**src/hdl/ptfd_pkg.sv**
```systemverilog
package ptfd_pkg;

    localparam int NUM_SUPPLIES = 2;

    localparam int S_TDATA_W = 72;
    localparam int S_TUSER_W = 3;
    localparam int M_TDATA_W = 192;
    localparam int M_TUSER_W = 4;

    typedef enum logic [1:0] {
        REQ_STATUS = 2'd0,
        REQ_POWER  = 2'd1,
        REQ_FAN    = 2'd2,
        REQ_SPARE  = 2'd3
    } t_req_kind;

    typedef enum logic [1:0] {
        MODE_NONE = 2'd0,
        MODE_DC   = 2'd1,
        MODE_AC   = 2'd2
    } t_mode;

    typedef struct packed {
        logic cls;
        logic present;
    } t_status;

    typedef struct packed {
        logic    en;
        logic    idx;
        t_status data;
    } t_status_wr;

    typedef struct packed {
        logic        echo_index;
        logic        present;
        logic        supply_class;
        t_mode       mode;
        logic [7:0]  fan_pwm;
        logic [15:0] fan_one;
        logic [15:0] fan_two;
        logic [15:0] fan_three;
    } t_ctl;

    localparam logic [3:0] MASK_NONE = 4'b0000;
    localparam logic [3:0] MASK_DC   = 4'b0111;
    localparam logic [3:0] MASK_AC   = 4'b1011;

    localparam logic signed [20:0] LIN_SCALE = 21'sd1000;
    localparam logic signed [31:0] SAT_MAX   = 32'sh7fff_ffff;
    localparam logic signed [31:0] SAT_MIN   = 32'sh8000_0000;

    localparam longint AC_V_NUM   = 10000;
    localparam longint AC_V_DEN   = 2207;
    localparam longint AC_V_BASE  = 180000;
    localparam int     AC_V_SHIFT = 29;
    localparam logic [16:0] AC_V_OFS = 17'(AC_V_BASE / AC_V_NUM);
    localparam logic [31:0] AC_V_MUL =
        32'((AC_V_NUM * (64'sd1 <<< AC_V_SHIFT) + AC_V_DEN - 1) / AC_V_DEN);

    localparam longint AC_I_NUM   = 1000000;
    localparam longint AC_I_DEN   = 51405;
    localparam longint AC_I_BASE  = 31000000;
    localparam int     AC_I_SHIFT = 33;
    localparam logic [16:0] AC_I_OFS   = 17'(AC_I_BASE / AC_I_NUM);
    localparam logic [20:0] AC_I_WHOLE = 21'(AC_I_NUM / AC_I_DEN);
    localparam longint AC_I_REM   = AC_I_NUM - (AC_I_NUM / AC_I_DEN) * AC_I_DEN;
    localparam logic [31:0] AC_I_MUL =
        32'((AC_I_REM * (64'sd1 <<< AC_I_SHIFT) + AC_I_DEN - 1) / AC_I_DEN);

endpackage

```
**src/hdl/ptfd_status_table.sv**
```systemverilog
module ptfd_status_table
    import ptfd_pkg::*;
(
    input  logic       i_clk,
    input  logic       i_rst_n,
    input  t_status_wr i_wr,
    input  logic       i_rd_idx,
    output t_status    o_rd_data
);

    t_status r_status [NUM_SUPPLIES];

    always_ff @(posedge i_clk) begin
        if (!i_rst_n) begin
            for (int i = 0; i < NUM_SUPPLIES; i++) begin
                r_status[i] <= '0;
            end
        end else if (i_wr.en) begin
            r_status[i_wr.idx] <= i_wr.data;
        end
    end

    assign o_rd_data = r_status[i_rd_idx];

endmodule

```
**src/hdl/ptfd_lin11_lane.sv**
```systemverilog
module ptfd_lin11_lane
    import ptfd_pkg::*;
(
    input  logic        i_clk,
    input  logic        i_en,
    input  logic [15:0] i_word,
    output logic [31:0] o_milli
);

    logic signed [10:0] mant;
    logic signed [20:0] n_prod;
    logic signed [20:0] r_prod;
    logic signed [4:0]  r_exp;
    logic signed [35:0] ext;
    logic signed [35:0] shl;
    logic signed [35:0] rnd;
    logic signed [35:0] shr;
    logic [3:0]         up;
    logic [4:0]         dn;
    logic [16:0]        bias;

    assign mant   = i_word[10:0];
    assign n_prod = 21'(mant) * LIN_SCALE;

    always_ff @(posedge i_clk) begin
        if (i_en) begin
            r_prod <= n_prod;
            r_exp  <= i_word[15:11];
        end
    end

    always_comb begin
        ext  = 36'(r_prod);
        up   = r_exp[3:0];
        dn   = ~r_exp + 5'd1;
        shl  = ext <<< up;
        bias = r_prod[20] ? 17'((18'd1 << dn) - 18'd1) : 17'd0;
        rnd  = ext + $signed({19'd0, bias});
        shr  = rnd >>> dn;
        if (r_exp[4]) begin
            o_milli = shr[31:0];
        end else if (shl[35:31] != {5{shl[35]}}) begin
            o_milli = shl[35] ? SAT_MIN : SAT_MAX;
        end else begin
            o_milli = shl[31:0];
        end
    end

endmodule

```
**src/hdl/ptfd_ac_scale.sv**
```systemverilog
module ptfd_ac_scale
    import ptfd_pkg::*;
(
    input  logic        i_clk,
    input  logic        i_en,
    input  logic [15:0] i_w0,
    input  logic [15:0] i_w1,
    input  logic [15:0] i_w3,
    output logic [31:0] o_vin,
    output logic [31:0] o_vout,
    output logic [30:0] o_iin
);

    logic [16:0] x0;
    logic [16:0] x1;
    logic [16:0] x3;
    logic [48:0] r_vin_p;
    logic [48:0] r_vout_p;
    logic [48:0] r_iin_p;
    logic [16:0] r_iin_x;
    logic [20:0] whole;

    assign x0 = {1'b0, i_w0} + AC_V_OFS;
    assign x1 = {1'b0, i_w1} + AC_V_OFS;
    assign x3 = {1'b0, i_w3} + AC_I_OFS;

    always_ff @(posedge i_clk) begin
        if (i_en) begin
            r_vin_p  <= 49'(x0) * 49'(AC_V_MUL);
            r_vout_p <= 49'(x1) * 49'(AC_V_MUL);
            r_iin_p  <= 49'(x3) * 49'(AC_I_MUL);
            r_iin_x  <= x3;
        end
    end

    assign whole  = 21'(r_iin_x) * AC_I_WHOLE;
    assign o_vin  = 32'(r_vin_p[48:AC_V_SHIFT]);
    assign o_vout = 32'(r_vout_p[48:AC_V_SHIFT]);
    assign o_iin  = 31'(whole + 21'(r_iin_p[48:AC_I_SHIFT]));

endmodule

```
**src/hdl/psu_telemetry_frame_decoder.sv**
```systemverilog
// Channel   Dir  Beat contents
// s (in)    in   tuser: req_type, frame_ok; tdata: supply_index, word_zero..word_three
// m (out)   out  tuser: valid_mask; tdata: index, status, fan_pwm, readings, fan rpm
//
// One beat in, one beat out; a new beat is taken every cycle unless a stalled output backs up the stages.
// Each beat passes through the input register, the product register and the result register.
// The product register holds the constant multiplies of the AC scalings and LINEAR11.
// Reset clears the stage valid bits and the supply status table at once.
// Each stage advances when the one after it is empty or advancing, so the input
// side takes up to two more beats while a result waits in the output register, then holds.
module psu_telemetry_frame_decoder
    import ptfd_pkg::*;
(
    input  logic                 i_clk,
    input  logic                 i_rst_n,
    input  logic                 i_s_tvalid,
    output logic                 o_s_tready,
    // supply_index, word_zero, word_one, word_two, word_three, zero pad
    input  logic [S_TDATA_W-1:0] i_s_tdata,
    // req_type, frame_ok
    input  logic [S_TUSER_W-1:0] i_s_tuser,
    output logic                 o_m_tvalid,
    input  logic                 i_m_tready,
    // echo_index, present, supply_class, fan_pwm, vin_milli, vout_milli,
    // iout_milli, iin_milli, fan_one_rpm, fan_two_rpm, fan_three_rpm, zero pad
    output logic [M_TDATA_W-1:0] o_m_tdata,
    // valid_mask
    output logic [M_TUSER_W-1:0] o_m_tuser
);

    logic       en_a;
    logic       en_b;
    logic       en_c;

    logic       r_a_vld;
    t_req_kind  r_a_kind;
    logic       r_a_idx;
    logic       r_a_ok;
    logic [15:0] r_a_w0;
    logic [15:0] r_a_w1;
    logic [15:0] r_a_w2;
    logic [15:0] r_a_w3;

    logic       r_b_vld;
    t_ctl       r_b_ctl;
    t_ctl       n_b_ctl;

    logic                 r_c_vld;
    logic [M_TDATA_W-1:0] r_c_data;
    logic [M_TDATA_W-1:0] n_c_data;
    logic [3:0]           r_c_mask;
    logic [3:0]           n_c_mask;

    logic       idx_ok;
    t_status    st_cur;
    t_status    st_new;
    t_status_wr st_wr;

    logic [31:0] dc_vin;
    logic [31:0] dc_vout;
    logic [31:0] dc_iout;
    logic [31:0] ac_vin;
    logic [31:0] ac_vout;
    logic [30:0] ac_iin;

    logic [31:0] vin;
    logic [31:0] vout;
    logic [31:0] iout;
    logic [30:0] iin;

    assign en_c       = !r_c_vld || i_m_tready;
    assign en_b       = !r_b_vld || en_c;
    assign en_a       = !r_a_vld || en_b;
    assign o_s_tready = en_a;

    always_ff @(posedge i_clk) begin
        if (!i_rst_n) begin
            r_a_vld <= 1'b0;
            r_b_vld <= 1'b0;
            r_c_vld <= 1'b0;
        end else begin
            if (en_a) begin
                r_a_vld <= i_s_tvalid;
            end
            if (en_b) begin
                r_b_vld <= r_a_vld;
            end
            if (en_c) begin
                r_c_vld <= r_b_vld;
            end
        end
    end

    always_ff @(posedge i_clk) begin
        if (en_a) begin
            r_a_kind <= t_req_kind'(i_s_tuser[1:0]);
            r_a_ok   <= i_s_tuser[2];
            r_a_idx  <= i_s_tdata[0];
            r_a_w0   <= i_s_tdata[16:1];
            r_a_w1   <= i_s_tdata[32:17];
            r_a_w2   <= i_s_tdata[48:33];
            r_a_w3   <= i_s_tdata[64:49];
        end
        if (en_b) begin
            r_b_ctl <= n_b_ctl;
        end
        if (en_c) begin
            r_c_data <= n_c_data;
            r_c_mask <= n_c_mask;
        end
    end

    ptfd_status_table u_status (
        .i_clk     (i_clk),
        .i_rst_n   (i_rst_n),
        .i_wr      (st_wr),
        .i_rd_idx  (r_a_idx),
        .o_rd_data (st_cur)
    );

    always_comb begin
        idx_ok        = {31'd0, r_a_idx} < 32'(NUM_SUPPLIES);
        st_wr.en      = r_a_vld && en_b && idx_ok && (r_a_kind == REQ_STATUS);
        st_wr.idx     = r_a_idx;
        st_wr.data    = r_a_ok ? t_status'{cls: r_a_w2[9], present: 1'b1} : '0;
        st_new        = (r_a_kind == REQ_STATUS) ? st_wr.data : st_cur;

        n_b_ctl            = '0;
        n_b_ctl.echo_index = r_a_idx;
        if (idx_ok) begin
            n_b_ctl.present      = st_new.present;
            n_b_ctl.supply_class = st_new.cls;
            unique case (r_a_kind)
                REQ_STATUS: begin
                    n_b_ctl.fan_pwm = r_a_ok ? r_a_w0[7:0] : 8'd0;
                end
                REQ_POWER: begin
                    if (r_a_ok && st_cur.present) begin
                        n_b_ctl.mode = st_cur.cls ? MODE_AC : MODE_DC;
                    end
                end
                REQ_FAN: begin
                    if (r_a_ok) begin
                        n_b_ctl.fan_one   = r_a_w0;
                        n_b_ctl.fan_two   = r_a_w1;
                        n_b_ctl.fan_three = r_a_w2;
                    end
                end
                REQ_SPARE: begin
                    n_b_ctl.mode = MODE_NONE;
                end
            endcase
        end
    end

    ptfd_lin11_lane u_lin_vin (
        .i_clk   (i_clk),
        .i_en    (en_b),
        .i_word  (r_a_w0),
        .o_milli (dc_vin)
    );

    ptfd_lin11_lane u_lin_vout (
        .i_clk   (i_clk),
        .i_en    (en_b),
        .i_word  (r_a_w1),
        .o_milli (dc_vout)
    );

    ptfd_lin11_lane u_lin_iout (
        .i_clk   (i_clk),
        .i_en    (en_b),
        .i_word  (r_a_w2),
        .o_milli (dc_iout)
    );

    ptfd_ac_scale u_ac (
        .i_clk  (i_clk),
        .i_en   (en_b),
        .i_w0   (r_a_w0),
        .i_w1   (r_a_w1),
        .i_w3   (r_a_w3),
        .o_vin  (ac_vin),
        .o_vout (ac_vout),
        .o_iin  (ac_iin)
    );

    always_comb begin
        vin      = '0;
        vout     = '0;
        iout     = '0;
        iin      = '0;
        n_c_mask = MASK_NONE;
        unique case (r_b_ctl.mode)
            MODE_DC: begin
                vin      = dc_vin;
                vout     = dc_vout;
                iout     = dc_iout;
                n_c_mask = MASK_DC;
            end
            MODE_AC: begin
                vin      = ac_vin;
                vout     = ac_vout;
                iin      = ac_iin;
                n_c_mask = MASK_AC;
            end
            default: begin
                n_c_mask = MASK_NONE;
            end
        endcase
        n_c_data = {6'd0, r_b_ctl.fan_three, r_b_ctl.fan_two, r_b_ctl.fan_one,
                    iin, iout, vout, vin, r_b_ctl.fan_pwm,
                    r_b_ctl.supply_class, r_b_ctl.present, r_b_ctl.echo_index};
    end

    assign o_m_tvalid = r_c_vld;
    assign o_m_tdata  = r_c_data;
    assign o_m_tuser  = r_c_mask;

`ifndef SYNTHESIS
    a_mask_code: assert property (@(posedge i_clk) disable iff (!i_rst_n)
        o_m_tvalid |-> (r_c_mask == MASK_NONE || r_c_mask == MASK_DC
                        || r_c_mask == MASK_AC))
        else $error("unexpected valid mask");

    a_reading_present: assert property (@(posedge i_clk) disable iff (!i_rst_n)
        o_m_tvalid && (r_c_mask != MASK_NONE) |-> r_c_data[1])
        else $error("reading from an absent supply");

    a_pwm_no_reading: assert property (@(posedge i_clk) disable iff (!i_rst_n)
        o_m_tvalid && (r_c_data[10:3] != 8'd0) |-> r_c_mask == MASK_NONE)
        else $error("fan pwm alongside readings");

    a_stage_a_hold: assert property (@(posedge i_clk) disable iff (!i_rst_n)
        r_a_vld && !en_b |=> r_a_vld && $stable(r_a_w0) && $stable(r_a_idx))
        else $error("stalled input stage lost its beat");
`endif

endmodule
```
**config.mk**
```make
export PLATFORM = sky130hd
export DESIGN_NAME = psu_telemetry_frame_decoder
export DESIGN_NICKNAME = d
export VERILOG_FILES = /design/src/hdl/ptfd_pkg.sv /design/src/hdl/ptfd_status_table.sv /design/src/hdl/ptfd_lin11_lane.sv /design/src/hdl/ptfd_ac_scale.sv /design/src/hdl/psu_telemetry_frame_decoder.sv
export SDC_FILE = /design/constraint.sdc
export NUM_CORES = 2
export LEC_CHECK = 0
export CAP_MARGIN = 20
export CELL_PAD_IN_SITES_DETAIL_PLACEMENT = 0
export CELL_PAD_IN_SITES_GLOBAL_PLACEMENT = 1
export CORE_MARGIN = 2
export CORE_UTILIZATION = 50
export CTS_CLUSTER_SIZE = 16
export DETAILED_ROUTE_END_ITERATION = 16
export DONT_BUFFER_PORTS = 1
export GPL_TIMING_DRIVEN = 0
export PLACE_DENSITY = 0.78
export SLEW_MARGIN = 10
export SYNTH_ARGS = -nofsm -noshare
export SYNTH_HDL_FRONTEND = slang
export SYNTH_SLANG_ARGS = --single-unit
export TNS_END_PERCENT = 10
```
**constraint.sdc**
```tcl
create_clock -name i_clk -period 23.3 [get_ports i_clk]
set_clock_uncertainty 0.1 [all_clocks]
set_input_delay 3.495 -clock i_clk [delete_from_list [all_inputs] [get_ports i_clk]]
set_output_delay 3.495 -clock i_clk [all_outputs]
set_load 0.01 [all_outputs]
```
==> results.cfg <==
[synth]
synth.ff_latch_count = 459
synth_xor_area_frac = 0.03393
synthSimpleGateAreaFrac = 0.09692
netlist_area_mm2 = 0.05878
synth_top_family_by_area = adder cells
synth-seq-area-share = 0.2338
synth.distinct_cells = 99
muxShareOfSynthArea = 0.03406
synth_top_area_frac = 0.2325
yosysTopAreaCell = edfxtp_1
synthAdderAreaFrac = 0.3787
synth_top_flop_cell = edfxtp_1
netlist_top_cells_area = edfxtp_1 (23%), fa_1 (20%), ha_1 (18%)
yosysWarnings = 0
synth_edf_count = 455
syn_inst = 5991
synth_compound_area_frac = 0.1360
ys_async_sr_fraction = 0
syn_area_per_cell_um2 = 9.811

[worst_setup_path]
critPathLaunchType = register
crit_path_max_fanout = 11
critPathArrivalTime_ns = 9.94
crit_required_ns = 23.55
endpoint_kind = register
path_class = register to register

[finish]
drive_above_1_share = 0.04403
area_growth_pct = 7.380
nNetsFinal = 7603
utilization = 0.5424

[cts]
cts_root_buffer = clkbuf_16
cts_resized = 0
clock_sinks = 459
cts-hold-fix-buffers = 0
clockBufferDepth = 3
numCtsBuffers = 54
clock_latency_ns = 0.68
postCtsSetupBuffers = 0
path_clk_slew_ns = 0.06
cts_tree = yes
h-tree-depth = 2

[drt]
routedWlPerCell_um = 21.88
viasPerCell = 5.810
drtIter0Drc = 3607
drtAntennaViolNets = 0
wl_um = 167500
num_vias = 44492
detailedRoute.firstPassIterationCount = 8
drc = 0

[sta]
max_freq_ghz = 0.1032
relSlewSlack = 0.2348
min_period_ns = 9.691
hold_viol = 0
setup_viol = 0
fin_crit_sh = 0.4159
tightest_slew_ns = 1.144
setup_tns_ns = 0
finalMaxSlewViolations = 0
finalWorstSetupSlack_ns = 13.61
rsz0062_at_grt = false

[floorplanning]
io_pins = 277
die_y_um = 346.9
coreArea_mm2 = 0.1164
die_w_um = 346.9
start_util = 0.5051
dieArea_mm2 = 0.1203
rows = 125

[global_routing]
grt_max_degree = 94
grt_pass1_vias = 45022
grt_pass1_wl_um = 263400
antenna_found_initial = 11
grt_overflow = 0
track_usage = 0.2814

[power_and_ir_drop]
p_sw_mw = 4.982
power.share.clock = 0.092
pwr-share-seq = 0.139
swShare = 0.5081
peakVddDrop_mv = 0.3697
p_total_mw = 9.805
internal-power_mw = 4.823
leakagePower_nw = 30.04
combPwrFrac = 0.769
power.density_mw_per_mm2 = 155.4

[run_status]
status = completed

[placed_design]
hpwlAfterDp_um = 137900
dpl_worst_slack_ns = 13.84
routabilityCongestion = 0.9880
port_buffers = 0

[job]
maxCapViolations = 0

[min_path]
min_path_type = register to register
## registers in the layout, summed over array words and instances, names as in the netlist, 2 cells and up, named ones only
register and flops:
u_lin_vin.r_prod 17, u_ac.r_vin_p 21, u_status.r_status 4, u_lin_vout.r_exp 5, r_a_w2 16, r_a_w1 16
r_b_ctl 2, u_lin_iout.r_exp 5, u_ac.r_vout_p 21, u_lin_iout.r_prod 18, u_lin_vin.r_exp 5, u_ac.r_iin_x 17
n_c_data 59, o_m_tdata 177, u_ac.r_iin_p 16, u_lin_vout.r_prod 17, r_a_kind 2, r_a_w0 16
o_m_tuser 3, r_a_w3 16
## routing by layer
metal  vias to the layer above  GRT usage  share of wire
li1                      20858          -              -
met1                     21802     0.3932           0.45
met2                      1553     0.4538           0.46
met3                       275    0.04093          0.066
met4                         4    0.08429          0.031
met5                         -          0        0.00016
## power groups by stage
stage                     Combinational [mW]  Sequential (mW)  Clock (mW)
after global routing                    8.54             1.37       0.960
after CTS                               7.54             1.35       0.928
final                                   7.54             1.36       0.906
after detailed placement                7.46             1.37           0
after global placement                  7.38             1.37           0
after floorplan                         5.54             1.29           0
## Yosys cell counts (21+ instances only)
| cell type | n |
|---|---|
| inv_1 | 1113 |
| ha_1 | 862 |
| fa_1 | 573 |
| edfxtp_1 | 455 |
| nand2_1 | 320 |
| a21oi_1 | 319 |
| nor2_1 | 287 |
| o21ai_0 | 211 |
| clkbuf_1 | 167 |
| xnor2_1 | 161 |
| nand3_1 | 112 |
| and2_1 | 94 |
| mux2i_1 | 92 |
| nor3_1 | 86 |
| a21o_1 | 79 |
| a211oi_1 | 71 |
| xor2_1 | 64 |
| and3_1 | 57 |
| o21a_1 | 53 |
| o211ai_1 | 50 |
| nor2b_1 | 49 |
| a31oi_1 | 44 |
| mux4_2 | 35 |
| nand4_1 | 32 |
| or3_1 | 32 |
| o21bai_1 | 30 |
| o31ai_1 | 29 |
| o21ai_1 | 28 |
| mux2_2 | 26 |
| buf_1 | 22 |
| nand2b_1 | 21 |
| o22ai_1 | 21 |
## stage by stage
| step | cells | hold WS, ns | cell area, um^2 |
|---|---|---|---|
| finish | 7658 | 0.3147 | 63110 |
| global route | 7656 | 0.3183 | 63110 |
| CTS | 7653 | 0.3159 | 63080 |
| detailed placement | 7554 | 0.3045 | 61210 |
| global placement | 7529 | 0.3014 | 60740 |
| floorplan | 6005 | 0.3003 | 58830 |
## worst paths after layout
kind                                       from                       end  slack (ns)  cells past startpoint
hold / removal      n_c_data[138]$_SDFFCE_PN0P_  o_m_tdata[138]$_DFFE_PP_        0.31                      0
setup / recovery  u_lin_vout.r_exp[0]$_DFFE_PP_   o_m_tdata[44]$_DFFE_PP_       13.61                     27
setup reg to reg  u_lin_vout.r_exp[0]$_DFFE_PP_   o_m_tdata[44]$_DFFE_PP_       13.61                     27
hold reg to reg     n_c_data[138]$_SDFFCE_PN0P_  o_m_tdata[138]$_DFFE_PP_        0.31                      0
## cell type report
| cell class | count | area (um^2) |
|---|---|---|
| Multi-Input combinational cell | 4211 | 40110 |
| Antenna cell | 2 | 5.005 |
| Fill cell | 10430 | 53250 |
| Inverter | 1123 | 4223 |
| Clock buffer | 58 | 1366 |
| Sequential cell | 459 | 13740 |
| Timing Repair Buffer | 28 | 381.6 |
| Tap cell | 1524 | 1907 |
| Clock inverter | 41 | 505.5 |
| Buffer | 212 | 874.6 |
## cells in the final DEF, fill, tap and decap left out, types with 29 or more instances in the layout
master and instances:
a211oi_1 71, a21o_1 79, a21oi_1 319, a31oi_1 44
and2_1 94, and3_1 57, buf_4 30, clkbuf_1 170
clkbuf_16 54, edfxtp_1 455, fa_1 573, ha_1 862
inv_1 1112, mux2i_1 92, mux4_2 35, nand2_1 319
nand3_1 111, nand4_1 32, nor2_1 287, nor2b_1 49
nor3_1 86, o211ai_1 50, o21a_1 53, o21ai_0 211
o21bai_1 30, o31ai_1 29, or3_1 32, xnor2_1 156
xor2_1 57
## critical path, stage by stage, from the launching register on
cell and delay [ns]:
edfxtp_1 0.44, clkbuf_1 0.49, clkinv_1 0.46, clkbuf_1 0.39, buf_1 0.35, ha_1 0.37, ha_1 0.45, clkinv_1 0.37
clkbuf_1 0.36, nand3_1 0.16, ha_1 0.14, clkbuf_1 0.36, o21ai_1 0.26, a21oi_1 0.35, o21ai_1 0.17, xnor2_1 0.18
nor2_1 0.20, ha_1 0.26, clkbuf_1 0.21, a21oi_1 0.24, o21ai_1 0.20, a21oi_1 0.35, a211oi_1 0.09, a2111oi_1 0.90
o22ai_1 0.19, o21ai_0 0.52, nor2_1 0.09, o31ai_1 0.71
## cells by family after synthesis
kind of cell,count (synthesis)
adder cells (fa/ha/maj),1435
other,1
AND/OR/NAND/NOR,1179
AO/OA/AOI/OAI,1203
multiplexers,153
XOR/XNOR,226
flip-flops,459
buffers and inverters,1335
(Power assumes the default switching activity.)
